### src/rtl/exponential_backoff_retry_timer_core_macros.svh
// Assertion macros for the exponential backoff retry timer core.
`ifndef EXPONENTIAL_BACKOFF_RETRY_TIMER_CORE_MACROS_SVH
`define EXPONENTIAL_BACKOFF_RETRY_TIMER_CORE_MACROS_SVH

// same-cycle implication, clocked on clk, off during reset
`define EBRT_ASSERT_IMP(lbl, ante, cons, msg) \
  lbl: assert property (@(posedge clk) disable iff (!rst_n) (ante) |-> (cons)) \
    else $error(msg);

// next-cycle implication
`define EBRT_ASSERT_NXT(lbl, ante, cons, msg) \
  lbl: assert property (@(posedge clk) disable iff (!rst_n) (ante) |=> (cons)) \
    else $error(msg);

`endif

### src/rtl/ebrt_pkg.sv
// Shared types and constants for the exponential backoff retry timer core.
`default_nettype none

package ebrt_pkg;

  localparam int DELAY_BITS_DEF = 24;

  localparam int GROW_BITS   = 11;
  localparam int FRAC_BITS   = 16;
  localparam int SAMPLE_BITS = 16;
  localparam int FACT_BITS   = 17;
  localparam int CNT_BITS    = 16;
  localparam int GROW_FRAC   = 8;
  localparam int FACT_SHIFT  = 15;
  localparam int STEP_BITS   = 5;
  localparam int CMD_BITS    = 2;
  localparam int IDX_BITS    = 3;

  localparam logic [FACT_BITS-1:0] FACT_ONE = 17'h10000;

  localparam int RETRY_EN_RST   = 1;
  localparam int INIT_DELAY_RST = 1000;
  localparam int MAX_DELAY_RST  = 30000;
  localparam int GROWTH_RST     = 512;
  localparam int JITTER_EN_RST  = 1;
  localparam int FRAC_RST       = 16384;
  localparam int LIMIT_RST      = 0;

  typedef enum logic [CMD_BITS-1:0] {
    CMD_REQUEST   = 2'd0,
    CMD_RESET_ATT = 2'd1,
    CMD_TICK      = 2'd2,
    CMD_CANCEL    = 2'd3
  } cmd_t;

  localparam logic [IDX_BITS-1:0] REG_RETRY_EN  = 3'd0;
  localparam logic [IDX_BITS-1:0] REG_INIT      = 3'd1;
  localparam logic [IDX_BITS-1:0] REG_MAX       = 3'd2;
  localparam logic [IDX_BITS-1:0] REG_GROWTH    = 3'd3;
  localparam logic [IDX_BITS-1:0] REG_JITTER_EN = 3'd4;
  localparam logic [IDX_BITS-1:0] REG_FRAC      = 3'd5;
  localparam logic [IDX_BITS-1:0] REG_LIMIT     = 3'd6;

  typedef enum logic [5:0] {
    ST_IDLE = 6'b000001,
    ST_MUL  = 6'b000010,
    ST_BASE = 6'b000100,
    ST_JMUL = 6'b001000,
    ST_ARM  = 6'b010000,
    ST_FIN  = 6'b100000
  } state_t;

endpackage

`default_nettype wire

### src/rtl/exponential_backoff_retry_timer_core.sv
// Capped exponential backoff retry timer with jitter, bit-serial datapath.
//
// One beat in gives one beat out. Tick, reset-attempts, cancel and refused
// request beats go straight from idle to loading the result. An allowed retry
// request runs the bit-serial multiply of the growth product and the jitter
// factor side by side, settles the base delay, with jitter shifts the
// jittered product out, then arms the countdown and loads the result. A new
// input beat is taken once the result register has been loaded, even while
// that result still waits downstream. The user must write configuration
// through the cfg port while the core is idle; the core does not enforce it.
`default_nettype none

module exponential_backoff_retry_timer_core
  import ebrt_pkg::*;
#(
  parameter int DELAY_BITS = DELAY_BITS_DEF,
  localparam int OUT_BITS  = 2 * DELAY_BITS + 20,
  localparam int OUT_W     = ((OUT_BITS + 7) / 8) * 8
) (
  input  wire logic                   clk,
  input  wire logic                   rst_n,
  input  wire logic                   in_tvalid,
  output logic                        in_tready,
  input  wire logic [SAMPLE_BITS-1:0] in_tdata,   // [15:0] jitter_sample
  input  wire logic [CMD_BITS-1:0]    in_tuser,   // [1:0] command
  output logic                        out_tvalid,
  input  wire logic                   out_tready,
  // delay_ms, remaining_ms, expired, timer_active, attempts_made, may_retry, zero pad
  output logic [OUT_W-1:0]            out_tdata,
  input  wire logic                   cfg_valid,
  output logic                        cfg_ready,
  input  wire logic [IDX_BITS-1:0]    cfg_index,
  input  wire logic [DELAY_BITS-1:0]  cfg_data
);

  localparam int GP_W    = DELAY_BITS + GROW_BITS;
  localparam int FP_W    = 2 * FRAC_BITS;
  localparam int JP_W    = DELAY_BITS + FACT_BITS;
  localparam int EXP_POS = 2 * DELAY_BITS;
  localparam int ACT_POS = 2 * DELAY_BITS + 1;

  // configuration
  logic                  retry_en_r, retry_en_nxt;
  logic [DELAY_BITS-1:0] init_r, init_nxt;
  logic [DELAY_BITS-1:0] max_r, max_nxt;
  logic [GROW_BITS-1:0]  growth_r, growth_nxt;
  logic                  jit_en_r, jit_en_nxt;
  logic [FRAC_BITS-1:0]  frac_r, frac_nxt;
  logic [CNT_BITS-1:0]   limit_r, limit_nxt;

  // timer state
  state_t                state_r, state_nxt;
  logic [CNT_BITS-1:0]   cnt_r, cnt_nxt;
  logic [DELAY_BITS-1:0] base_r, base_nxt;
  logic [DELAY_BITS-1:0] cdown_r, cdown_nxt;
  logic                  armed_r, armed_nxt;
  logic [DELAY_BITS-1:0] delay_r, delay_nxt;
  logic                  first_r, first_nxt;
  logic                  jit_r, jit_nxt;
  logic [STEP_BITS-1:0]  step_r, step_nxt;

  // serial product registers
  logic [GP_W-1:0]       gp_r, gp_nxt;
  logic [FP_W-1:0]       fp_r, fp_nxt;
  logic [JP_W-1:0]       jp_r, jp_nxt;

  logic                  out_valid_r, out_valid_nxt;
  logic [OUT_W-1:0]      out_data_r, out_data_nxt;

  logic                  allowed;
  logic [DELAY_BITS:0]   gsum, jsum;
  logic [FRAC_BITS:0]    fsum;
  logic [DELAY_BITS+2:0] grown;
  logic [DELAY_BITS-1:0] capped, base_new;
  logic [FACT_BITS:0]    fact_sum;
  logic [DELAY_BITS:0]   jraw, jfloor;
  logic [DELAY_BITS-1:0] jclamp, arm_val;
  logic [SAMPLE_BITS-1:0] ubias;
  logic                  out_free;

  assign allowed   = retry_en_r && ((limit_r == '0) || (cnt_r < limit_r));
  assign in_tready = (state_r == ST_IDLE);
  assign cfg_ready = 1'b1;
  assign out_tvalid = out_valid_r;
  assign out_tdata  = out_data_r;
  assign out_free   = !out_valid_r || out_tready;

  // one bit per cycle through each product
  assign gsum = {1'b0, gp_r[GP_W-1 -: DELAY_BITS]} + (gp_r[0] ? {1'b0, base_r} : '0);
  assign fsum = {1'b0, fp_r[FP_W-1 -: FRAC_BITS]} + (fp_r[0] ? {1'b0, frac_r} : '0);
  assign jsum = {1'b0, jp_r[JP_W-1 -: DELAY_BITS]} + (jp_r[0] ? {1'b0, base_r} : '0);

  assign grown    = gp_r[GP_W-1:GROW_FRAC];
  assign capped   = (grown > {3'b0, max_r}) ? max_r : grown[DELAY_BITS-1:0];
  assign base_new = first_r ? init_r : capped;

  // frac*s + 2^31 = frac*(s+2^15) + (2^16-frac)*2^15
  assign ubias    = {~in_tdata[SAMPLE_BITS-1], in_tdata[SAMPLE_BITS-2:0]};
  assign fact_sum = {1'b0, fp_r[FP_W-1:FACT_SHIFT]} + {1'b0, FACT_ONE - {1'b0, frac_r}};

  assign jraw    = jp_r[JP_W-1 -: (DELAY_BITS + 1)];
  assign jfloor  = (jraw == '0) ? (DELAY_BITS + 1)'(1) : jraw;
  assign jclamp  = (jfloor > {1'b0, max_r}) ? max_r : jfloor[DELAY_BITS-1:0];
  assign arm_val = jit_r ? jclamp : delay_r;

  always_comb begin
    retry_en_nxt  = retry_en_r;
    init_nxt      = init_r;
    max_nxt       = max_r;
    growth_nxt    = growth_r;
    jit_en_nxt    = jit_en_r;
    frac_nxt      = frac_r;
    limit_nxt     = limit_r;
    state_nxt     = state_r;
    cnt_nxt       = cnt_r;
    base_nxt      = base_r;
    cdown_nxt     = cdown_r;
    armed_nxt     = armed_r;
    delay_nxt     = delay_r;
    first_nxt     = first_r;
    jit_nxt       = jit_r;
    step_nxt      = step_r;
    gp_nxt        = gp_r;
    fp_nxt        = fp_r;
    jp_nxt        = jp_r;
    out_valid_nxt = out_valid_r && !out_tready;
    out_data_nxt  = out_data_r;

    if (cfg_valid) begin
      unique case (cfg_index)
        REG_RETRY_EN:  retry_en_nxt = cfg_data[0];
        REG_INIT:      init_nxt     = cfg_data;
        REG_MAX:       max_nxt      = cfg_data;
        REG_GROWTH:    growth_nxt   = cfg_data[GROW_BITS-1:0];
        REG_JITTER_EN: jit_en_nxt   = cfg_data[0];
        REG_FRAC:      frac_nxt     = cfg_data[FRAC_BITS-1:0];
        REG_LIMIT:     limit_nxt    = cfg_data[CNT_BITS-1:0];
        default: ;
      endcase
    end

    unique case (state_r)
      ST_IDLE: begin
        if (in_tvalid) begin
          delay_nxt = '0;
          jit_nxt   = 1'b0;
          state_nxt = ST_FIN;
          unique case (cmd_t'(in_tuser))
            CMD_REQUEST: begin
              if (!allowed) begin
                armed_nxt = 1'b0;
              end else begin
                first_nxt = (cnt_r == '0);
                if (cnt_r != '1) begin
                  cnt_nxt = cnt_r + 1'b1;
                end
                gp_nxt    = {{DELAY_BITS{1'b0}}, growth_r};
                fp_nxt    = {{FRAC_BITS{1'b0}}, ubias};
                step_nxt  = '0;
                state_nxt = ST_MUL;
              end
            end
            CMD_RESET_ATT: cnt_nxt = '0;
            CMD_TICK: begin
              if (armed_r && (cdown_r != '0)) begin
                cdown_nxt = cdown_r - 1'b1;
              end
            end
            CMD_CANCEL: armed_nxt = 1'b0;
            default: ;
          endcase
        end
      end
      ST_MUL: begin
        fp_nxt = {fsum, fp_r[FRAC_BITS-1:1]};
        if (step_r < STEP_BITS'(GROW_BITS)) begin
          gp_nxt = {gsum, gp_r[GROW_BITS-1:1]};
        end
        step_nxt = step_r + 1'b1;
        if (step_r == STEP_BITS'(FRAC_BITS - 1)) begin
          state_nxt = ST_BASE;
        end
      end
      ST_BASE: begin
        base_nxt = base_new;
        if (jit_en_r && (frac_r != '0)) begin
          jit_nxt   = 1'b1;
          jp_nxt    = {{DELAY_BITS{1'b0}}, fact_sum[FACT_BITS-1:0]};
          step_nxt  = '0;
          state_nxt = ST_JMUL;
        end else begin
          delay_nxt = base_new;
          state_nxt = ST_ARM;
        end
      end
      ST_JMUL: begin
        jp_nxt   = {jsum, jp_r[FACT_BITS-1:1]};
        step_nxt = step_r + 1'b1;
        if (step_r == STEP_BITS'(FACT_BITS - 1)) begin
          state_nxt = ST_ARM;
        end
      end
      ST_ARM: begin
        delay_nxt = arm_val;
        if (arm_val != '0) begin
          cdown_nxt = arm_val;
          armed_nxt = 1'b1;
        end else begin
          armed_nxt = 1'b0;
        end
        state_nxt = ST_FIN;
      end
      ST_FIN: begin
        if (out_free) begin
          out_valid_nxt = 1'b1;
          out_data_nxt  = OUT_W'({allowed, cnt_r, armed_r,
                                  armed_r && (cdown_r == '0),
                                  (armed_r ? cdown_r : {DELAY_BITS{1'b0}}), delay_r});
          state_nxt     = ST_IDLE;
        end
      end
      default: state_nxt = ST_IDLE;
    endcase
  end

  always_ff @(posedge clk) begin
    if (!rst_n) begin
      retry_en_r  <= 1'(RETRY_EN_RST);
      init_r      <= DELAY_BITS'(INIT_DELAY_RST);
      max_r       <= DELAY_BITS'(MAX_DELAY_RST);
      growth_r    <= GROW_BITS'(GROWTH_RST);
      jit_en_r    <= 1'(JITTER_EN_RST);
      frac_r      <= FRAC_BITS'(FRAC_RST);
      limit_r     <= CNT_BITS'(LIMIT_RST);
      state_r     <= ST_IDLE;
      cnt_r       <= '0;
      base_r      <= '0;
      cdown_r     <= '0;
      armed_r     <= 1'b0;
      first_r     <= 1'b0;
      jit_r       <= 1'b0;
      step_r      <= '0;
      out_valid_r <= 1'b0;
    end else begin
      retry_en_r  <= retry_en_nxt;
      init_r      <= init_nxt;
      max_r       <= max_nxt;
      growth_r    <= growth_nxt;
      jit_en_r    <= jit_en_nxt;
      frac_r      <= frac_nxt;
      limit_r     <= limit_nxt;
      state_r     <= state_nxt;
      cnt_r       <= cnt_nxt;
      base_r      <= base_nxt;
      cdown_r     <= cdown_nxt;
      armed_r     <= armed_nxt;
      first_r     <= first_nxt;
      jit_r       <= jit_nxt;
      step_r      <= step_nxt;
      out_valid_r <= out_valid_nxt;
    end
  end

  always_ff @(posedge clk) begin
    delay_r    <= delay_nxt;
    gp_r       <= gp_nxt;
    fp_r       <= fp_nxt;
    jp_r       <= jp_nxt;
    out_data_r <= out_data_nxt;
  end

`include "exponential_backoff_retry_timer_core_macros.svh"

  `EBRT_ASSERT_IMP(a_expired_active, out_tvalid && out_tdata[EXP_POS], out_tdata[ACT_POS], "expired flag set on an idle timer")
  `EBRT_ASSERT_NXT(a_busy_after_beat, in_tvalid && in_tready, !in_tready, "input taken while a beat is in work")
  `EBRT_ASSERT_IMP(a_mul_step, state_r == ST_MUL, step_r < STEP_BITS'(FRAC_BITS), "serial step count overran")

endmodule

`default_nettype wire
### config.mk
export PLATFORM = sky130hd
export DESIGN_NAME = exponential_backoff_retry_timer_core
export DESIGN_NICKNAME = d
export VERILOG_FILES = /design/src/rtl/ebrt_pkg.sv /design/src/rtl/exponential_backoff_retry_timer_core.sv
export VERILOG_INCLUDE_DIRS = /design/src /design/src/rtl
export SDC_FILE = /design/constraint.sdc
export NUM_CORES = 1
export LEC_CHECK = 0
export ABC_AREA = 1
export BUFFER_PORTS_ARGS = -buffer_cell sky130_fd_sc_hd__buf_4
export CORE_MARGIN = 10
export CORE_UTILIZATION = 62
export DETAILED_ROUTE_END_ITERATION = 10
export GPL_TIMING_DRIVEN = 0
export HOLD_SLACK_MARGIN = 0.02
export PLACE_DENSITY = 0.81
export SETUP_SLACK_MARGIN = 0.4
export SYNTH_ARGS = -nofsm -noshare
export SYNTH_HDL_FRONTEND = slang
export SYNTH_SLANG_ARGS = --single-unit
### constraint.sdc
create_clock -name clk -period 6.3 [get_ports clk]
set_clock_uncertainty 0.15 [all_clocks]
set_input_delay 1.26 -clock clk [delete_from_list [all_inputs] [get_ports clk]]
set_output_delay 1.26 -clock clk [all_outputs]
set_load 0.05 [all_outputs]
==> metrics.yaml, run 1 <==
run_status: "completed"
synth_seq_cells: 371
synthesis.area_per_instance_um2: 7.886
final-max-slew-violation-count: 0
synth_adder_area_share: 0.09874
crit_buf_inv: 2
tightest_slew_ns: 1.127
synth-compound-area-share: 0.1587
worstSkewPairLatency_ns: 0.59
timing.slew.headroom: 0.2392
post-layout-total-power_mw: 6.627
pwr_density_cell_nw_per_um2: 268.9
fmaxAchievable_ghz: 0.2361
cp_slowest_cell: "sky130_fd_sc_hd__edfxtp_1"
grtUsageTotal: 0.3138
place.detailed.hpwl_mm: 52.00
post_cts_hold_buffers: 0
synthesis.area_um2: 21590
global_route_wire_length_before_repair_mm: 104.1
core_area_um2: 34460
crit_chain: "nor2_1, nand3_1, nor3_1, a31oi_1, ha_1, nand2_1, nor2_1, nand3_4, clkbuf_1, nand3_1, nand3_1, nand2_1, nor2_1, nand2_1, nor2_2, nand4_4, buf_2, a21oi_1, nor2_1"
rsz0062_at_grt: "no"
total_leakage_power_nw: 11.36
yosys.area.top_type_share: 0.2767
grt_start_max_net_pins: 35
maxCapViolations: 0
ctsHtreeMaxLevel: 2
antenna_found_initial: 1
synth_area_leader_cell: "sky130_fd_sc_hd__edfxtp_1"
route.vias.total: 19950
worst_ir_drop_vdd_v: 0.0002363
layout-drive-gt1-share: 0.08893
clock-root-buffer: "sky130_fd_sc_hd__clkbuf_16"
fin_cells: 3401
cp-start-kind: "flop"
synth-xor-area-share: 0.008518
synth_top_family_by_area: "simple AND/OR/NAND/NOR gates"
hold_slack_ns: 0.2818
worst_hold_path_type: "flop to flop"
ys_dominant_reg_cell: "sky130_fd_sc_hd__edfxtp_1"
avgViaCountPerCell: 5.865
post_synth_mux_area_share: 0
final.min_clock_period_ns: 4.235
floorplan.rows: 68
async_set_or_reset_flop_fraction_in_the_synthesized_netlist: 0
cts_resized: 0
grt_overflow: 0
tritoncts: "done"
initial_utilization: 0.6267
crit_arrival_ns: 4.57
endpoint_kind: "flop"
detail-route-antenna-nets: 0
cp_max_fo: 10
synth_enable_flop_cells: 199
required_worst_endpoint_ns: 6.63
cpMostUsedCell: "sky130_fd_sc_hd__nor2_1"
critical-path-top-delay-family: "simple AND/OR/NAND/NOR gates"
routed_wire_length_per_instance_um: 19.77
syn-instance-count: 2738
final_net_count: 3130
netlist_top_cells_area: "sky130_fd_sc_hd__edfxtp_1 28%, sky130_fd_sc_hd__dfxtp_1 16%, sky130_fd_sc_hd__nand2_1 11%"
netlist_top_cells_count: "624 x sky130_fd_sc_hd__nand2_1, 331 x sky130_fd_sc_hd__inv_1, 321 x sky130_fd_sc_hd__a21oi_1"
dieArea_um2: 42690
clock_pin_slew_worst_setup_and_hold_paths_ns: 0.06
final-hold-violation-count: 0
first_drt_iteration_drcs: 1993
yosysUniqueCellTypes: 50
antenna_cells_inserted: 0
drt_pre_antenna_iters: 6
grt_pass1_vias: 19190
routabilityCongestion: 0.9836
dieWidth_um: 206.6
layout-area-overhead-vs-synth_pct: 14.13
cts_made_buffers: 42
ys_warn_count: 0
slowest_cell_delay_on_critical_path_ns: 0.51
post_synthesis_sequential_area_ratio: 0.4362
final.setup.worst_slack_ns: 2.065
setup.worst_path.class: "flop to flop"
finalWirelength_mm: 67.23
io_buffer_count: 118
cts-root-to-sink-buffers: 3
synthSimpleGateAreaFrac: 0.2136
pre_cts_ws_ns: 2.074
place.detailed.instances: 3323
final.setup.tns_ns: 0
cts.repair_timing.setup_buffer_count: 0
io_pins: 125
fin_crit_sh: 0.6723
cts_num_sinks: 371
die_height_um: 206.6
yosysMostFrequentCell: "sky130_fd_sc_hd__nand2_1"
drc: 0
setup_viol: 0
-- cell usage in the layout (no fill, tap or decap), types with 10 or more instances in the layout --
cell and instances:
sky130_fd_sc_hd__a21boi_0 10, sky130_fd_sc_hd__a21oi_1 320, sky130_fd_sc_hd__buf_4 125, sky130_fd_sc_hd__clkbuf_1 116, sky130_fd_sc_hd__clkbuf_16 45, sky130_fd_sc_hd__dfxtp_1 172
sky130_fd_sc_hd__edfxtp_1 199, sky130_fd_sc_hd__ha_1 164, sky130_fd_sc_hd__inv_1 331, sky130_fd_sc_hd__nand2_1 623, sky130_fd_sc_hd__nand3_1 129, sky130_fd_sc_hd__nand3_2 18
sky130_fd_sc_hd__nand4_1 31, sky130_fd_sc_hd__nor2_1 207, sky130_fd_sc_hd__nor3_1 18, sky130_fd_sc_hd__nor4_1 20, sky130_fd_sc_hd__o211ai_1 30, sky130_fd_sc_hd__o21a_1 24
sky130_fd_sc_hd__o21ai_0 215, sky130_fd_sc_hd__xor2_1 15
-- report_power, final --
| part | internal (mW) | total [mW] | switching, mW |
|---|---|---|---|
| clock | 1.46 | 2.53 | 1.07 |
| combinational | 0.426 | 1.26 | 0.836 |
| sequential | 2.72 | 2.84 | 0.120 |
| total | 4.60 | 6.63 | 2.03 |
-- cell families after synthesis --
family,after synthesis
xor gates and xnor gates,21
AOI/OAI and AO/OA,636
adders and majority gates,168
DFF,371
and+or+nand+nor,1077
other,2
buffers and inverters,463
-- per-stage QoR --
stage	utilization	instance area, µm²
floorplan	-	21610
global placement	0.6693	23060
finish	0.7152	24640
CTS	0.7152	24640
global route	0.7152	24640
detailed placement	0.6741	23230
-- registers in the layout, indices dropped and copies added, names as in the netlist, 5 cells and up --
signal and count:
cdown_r 24, state_r 6, out_tdata 67, limit_r 16
frac_r 16, init_r 24, jp_r 41, base_r 24
fp_r 32, delay_r 24, max_r 24, growth_r 11
cnt_r 16, step_r 5, gp_r 35
-- area by class of cell --
type                            count  area (µm²)
Timing Repair Buffer              126        1018
Sequential cell                   371        9419
Tap cell                          455       569.3
Clock inverter                     18       151.4
Buffer                            128       554.3
Fill cell                        2722        9813
Inverter                          335        1257
Clock buffer                       60        1266
Multi-Input combinational cell   1908       10410
-- final timing paths --
path	from	end	slack, ns	depth (start not counted)
hold / removal	armed_r$_SDFFE_PN0P_	out_tdata[49]$_DFFE_PP_	0.28	0
setup / recovery	jp_r[35]$_SDFFCE_PN0P_	cdown_r[4]$_SDFFE_PN0P_	2.06	19
hold reg to reg	armed_r$_SDFFE_PN0P_	out_tdata[49]$_DFFE_PP_	0.28	0
setup reg to reg	jp_r[35]$_SDFFCE_PN0P_	cdown_r[4]$_SDFFE_PN0P_	2.06	19
-- per-layer routing --
metal  vias up  wire, µm  global-route usage
met5         -        12                   0
met4         2      2827              0.1368
met3       166      6813             0.04994
met2       985     30410              0.5029
met1      9233     27170              0.4143
li1       9561         -                   -
Note: power is estimated with default switching activity, not from simulation.
==> inputs of run 2 (changes only) <==
Clock period 6.3 ns to 4.4 ns, I/O delays scaled along.
==> metrics.yaml, run 2 (synthesis gave the netlist of run 1 again) <==
run_status: "completed"
die_height_um: 206.6
cts_made_buffers: 41
setup.worst_path.class: "flop to flop"
drt_pre_antenna_iters: 7
worstRegToRegCells: 22
fin_cells: 3411
reg2reg_setup_slack_ns: 0.56
pwr_density_cell_nw_per_um2: 375.3
io_pins: 125
ctsHtreeMaxLevel: 2
crit_path_end: "cdown_r[1]$_SDFFE_PN0P_"
final.setup.tns_ns: 0
routed_wire_length_per_instance_um: 19.51
power_frac_comb: 0.194
layout-area-overhead-vs-synth_pct: 14.43
drc: 0
tightest_slew_ns: 1.071
layout-drive-gt1-share: 0.09235
fmaxAchievable_ghz: 0.2602
global_route_wire_length_before_repair_mm: 102.3
clock-root-buffer: "sky130_fd_sc_hd__clkbuf_16"
post_cts_hold_buffers: 0
io_buffer_count: 118
power.switching_fraction: 0.3008
dieArea_um2: 42690
final.setup.worst_slack_ns: 0.5574
endpoint_kind: "flop"
setup_viol: 0
hold_path_depth: 0
seqPwrFrac: 0.438
cts_num_sinks: 371
final.min_clock_period_ns: 3.843
grt_pass1_vias: 18730
timing.slew.headroom: 0.2770
tritoncts: "done"
place.detailed.hpwl_mm: 51.86
detail-route-antenna-nets: 0
worstSkewPairLatency_ns: 0.57
layout_commonest_cell: "sky130_fd_sc_hd__nand2_1"
final-max-slew-violation-count: 0
initial_utilization: 0.6267
grt_overflow: 0
worst_hold_path_type: "flop to flop"
final_net_count: 3143
rsz0062_at_grt: "no"
cp-start-kind: "flop"
largest_reg_flops: 67
routabilityCongestion: 1.003
avgViaCountPerCell: 5.854
grtUsageTotal: 0.3071
most-common-layout-cells: "623 x sky130_fd_sc_hd__nand2_1, 331 x sky130_fd_sc_hd__inv_1, 319 x sky130_fd_sc_hd__a21oi_1"
cp_max_fo: 10
timing.rr.start: "jp_r[35]$_SDFFCE_PN0P_"
total_leakage_power_nw: 11.40
timing.rr.end: "cdown_r[1]$_SDFFE_PN0P_"
cts-root-to-sink-buffers: 3
cell_internal_pwr_mw: 6.483
route.vias.total: 19970
place.detailed.instances: 3321
crit_arrival_ns: 4.19
finalWirelength_mm: 66.54
fin_crit_sh: 0.8733
required_worst_endpoint_ns: 4.75
p_switching_mw: 2.789
clock_pin_slew_worst_setup_and_hold_paths_ns: 0.06
antenna_found_initial: 0
post-route-util: 0.7171
antenna_cells_inserted: 0
clock_power_share: 0.369
final-hold-violation-count: 0
maxCapViolations: 0
first_drt_iteration_drcs: 2068
worst_ir_drop_vdd_v: 0.0002916
worstSetupStartpoint: "jp_r[35]$_SDFFCE_PN0P_"
pre_cts_ws_ns: 0.09189
hold_slack_ns: 0.2827
grt_start_max_net_pins: 35
dieWidth_um: 206.6
floorplan.rows: 68
core_area_um2: 34460
[run 2: cell types whose count changed in the layout (fill, tap and decap cells not counted), moves of 3 or more]
cell	change
sky130_fd_sc_hd__clkinv_2	-3
sky130_fd_sc_hd__clkbuf_16	-3
sky130_fd_sc_hd__clkbuf_1	+3
sky130_fd_sc_hd__o21ai_1	+5
sky130_fd_sc_hd__nor3_4	+3
sky130_fd_sc_hd__o21ai_0	-5
sky130_fd_sc_hd__buf_4	+15
[run 2: critical path: stages (launching register included)]
cell and delay, ns:
sky130_fd_sc_hd__edfxtp_1 0.51, sky130_fd_sc_hd__nor2_1 0.16, sky130_fd_sc_hd__nand3_1 0.12, sky130_fd_sc_hd__nor3_4 0.26
sky130_fd_sc_hd__a31oi_1 0.15, sky130_fd_sc_hd__ha_1 0.30, sky130_fd_sc_hd__nand2_1 0.06, sky130_fd_sc_hd__nor2_2 0.12
sky130_fd_sc_hd__nand3_4 0.17, sky130_fd_sc_hd__nand2_4 0.14, sky130_fd_sc_hd__buf_6 0.16, sky130_fd_sc_hd__nand2_1 0.07
sky130_fd_sc_hd__nand3_1 0.13, sky130_fd_sc_hd__nand2_1 0.10, sky130_fd_sc_hd__nor2_1 0.19, sky130_fd_sc_hd__nand2_1 0.09
sky130_fd_sc_hd__nor2_2 0.15, sky130_fd_sc_hd__nand4_4 0.18, sky130_fd_sc_hd__clkbuf_4 0.23, sky130_fd_sc_hd__buf_4 0.13
sky130_fd_sc_hd__nand3_1 0.05, sky130_fd_sc_hd__nand2_1 0.06, sky130_fd_sc_hd__nor2_1 0.10
[run 2: worst min-delay path by stage]
stage / start / to / slack (ns)
finish: armed_r$_SDFFE_PN0P_ / out_tdata[49]$_DFFE_PP_ / 0.28
global route: armed_r$_SDFFE_PN0P_ / out_tdata[49]$_DFFE_PP_ / 0.30
CTS: armed_r$_SDFFE_PN0P_ / out_tdata[49]$_DFFE_PP_ / 0.28
detailed placement: armed_r$_SDFFE_PN0P_ / out_tdata[49]$_DFFE_PP_ / 0.27
global placement: armed_r$_SDFFE_PN0P_ / out_tdata[49]$_DFFE_PP_ / 0.27
floorplan: armed_r$_SDFFE_PN0P_ / out_tdata[49]$_DFFE_PP_ / 0.26
[run 2: power groups by stage]
stage	clock (mW)	combinational (mW)	sequential (mW)
floorplan	0	1.21	4.14
global placement	0	1.68	4.13
detailed placement	0	1.75	4.13
CTS	3.43	1.77	4.05
global route	3.56	2.02	4.08
finish	3.42	1.80	4.06
[run 2: cell type report]
class                   instances  area, µm²
clock inverters                12      105.1
repair buffers                140       1136
clock buffers                  62       1216
plain buffers                 128      559.3
inverters                     335       1257
well taps                     455      569.3
flip-flops and latches        371       9419
fillers                      2727       9748
multi-input cells            1908      10450
[run 2: per-stage QoR]
step / instance area [µm²] / power [mW]
after detailed placement: 23240 / 5.880
after CTS: 24560 / 9.248
after global routing: 24710 / 9.655
final: 24710 / 9.273
after floorplan: 21620 / 5.357
after global placement: 23080 / 5.807
[run 2: per-layer routing]
layer	vias to the layer above	GRT usage	wire length, µm
li1	9588	-	-
met1	9254	0.4070	27820
met2	982	0.4820	29560
met3	145	0.05540	6271
met4	0	0.1410	2890
met5	-	0	0
[run 2: what timing repair did]
action                                  in CTS  in global routing
pin swaps                                    0                  2
cloned                                       0                  0
setup buffers                                0                 16
endpoints found under the setup margin      29                 55
resized for setup                            5                 13
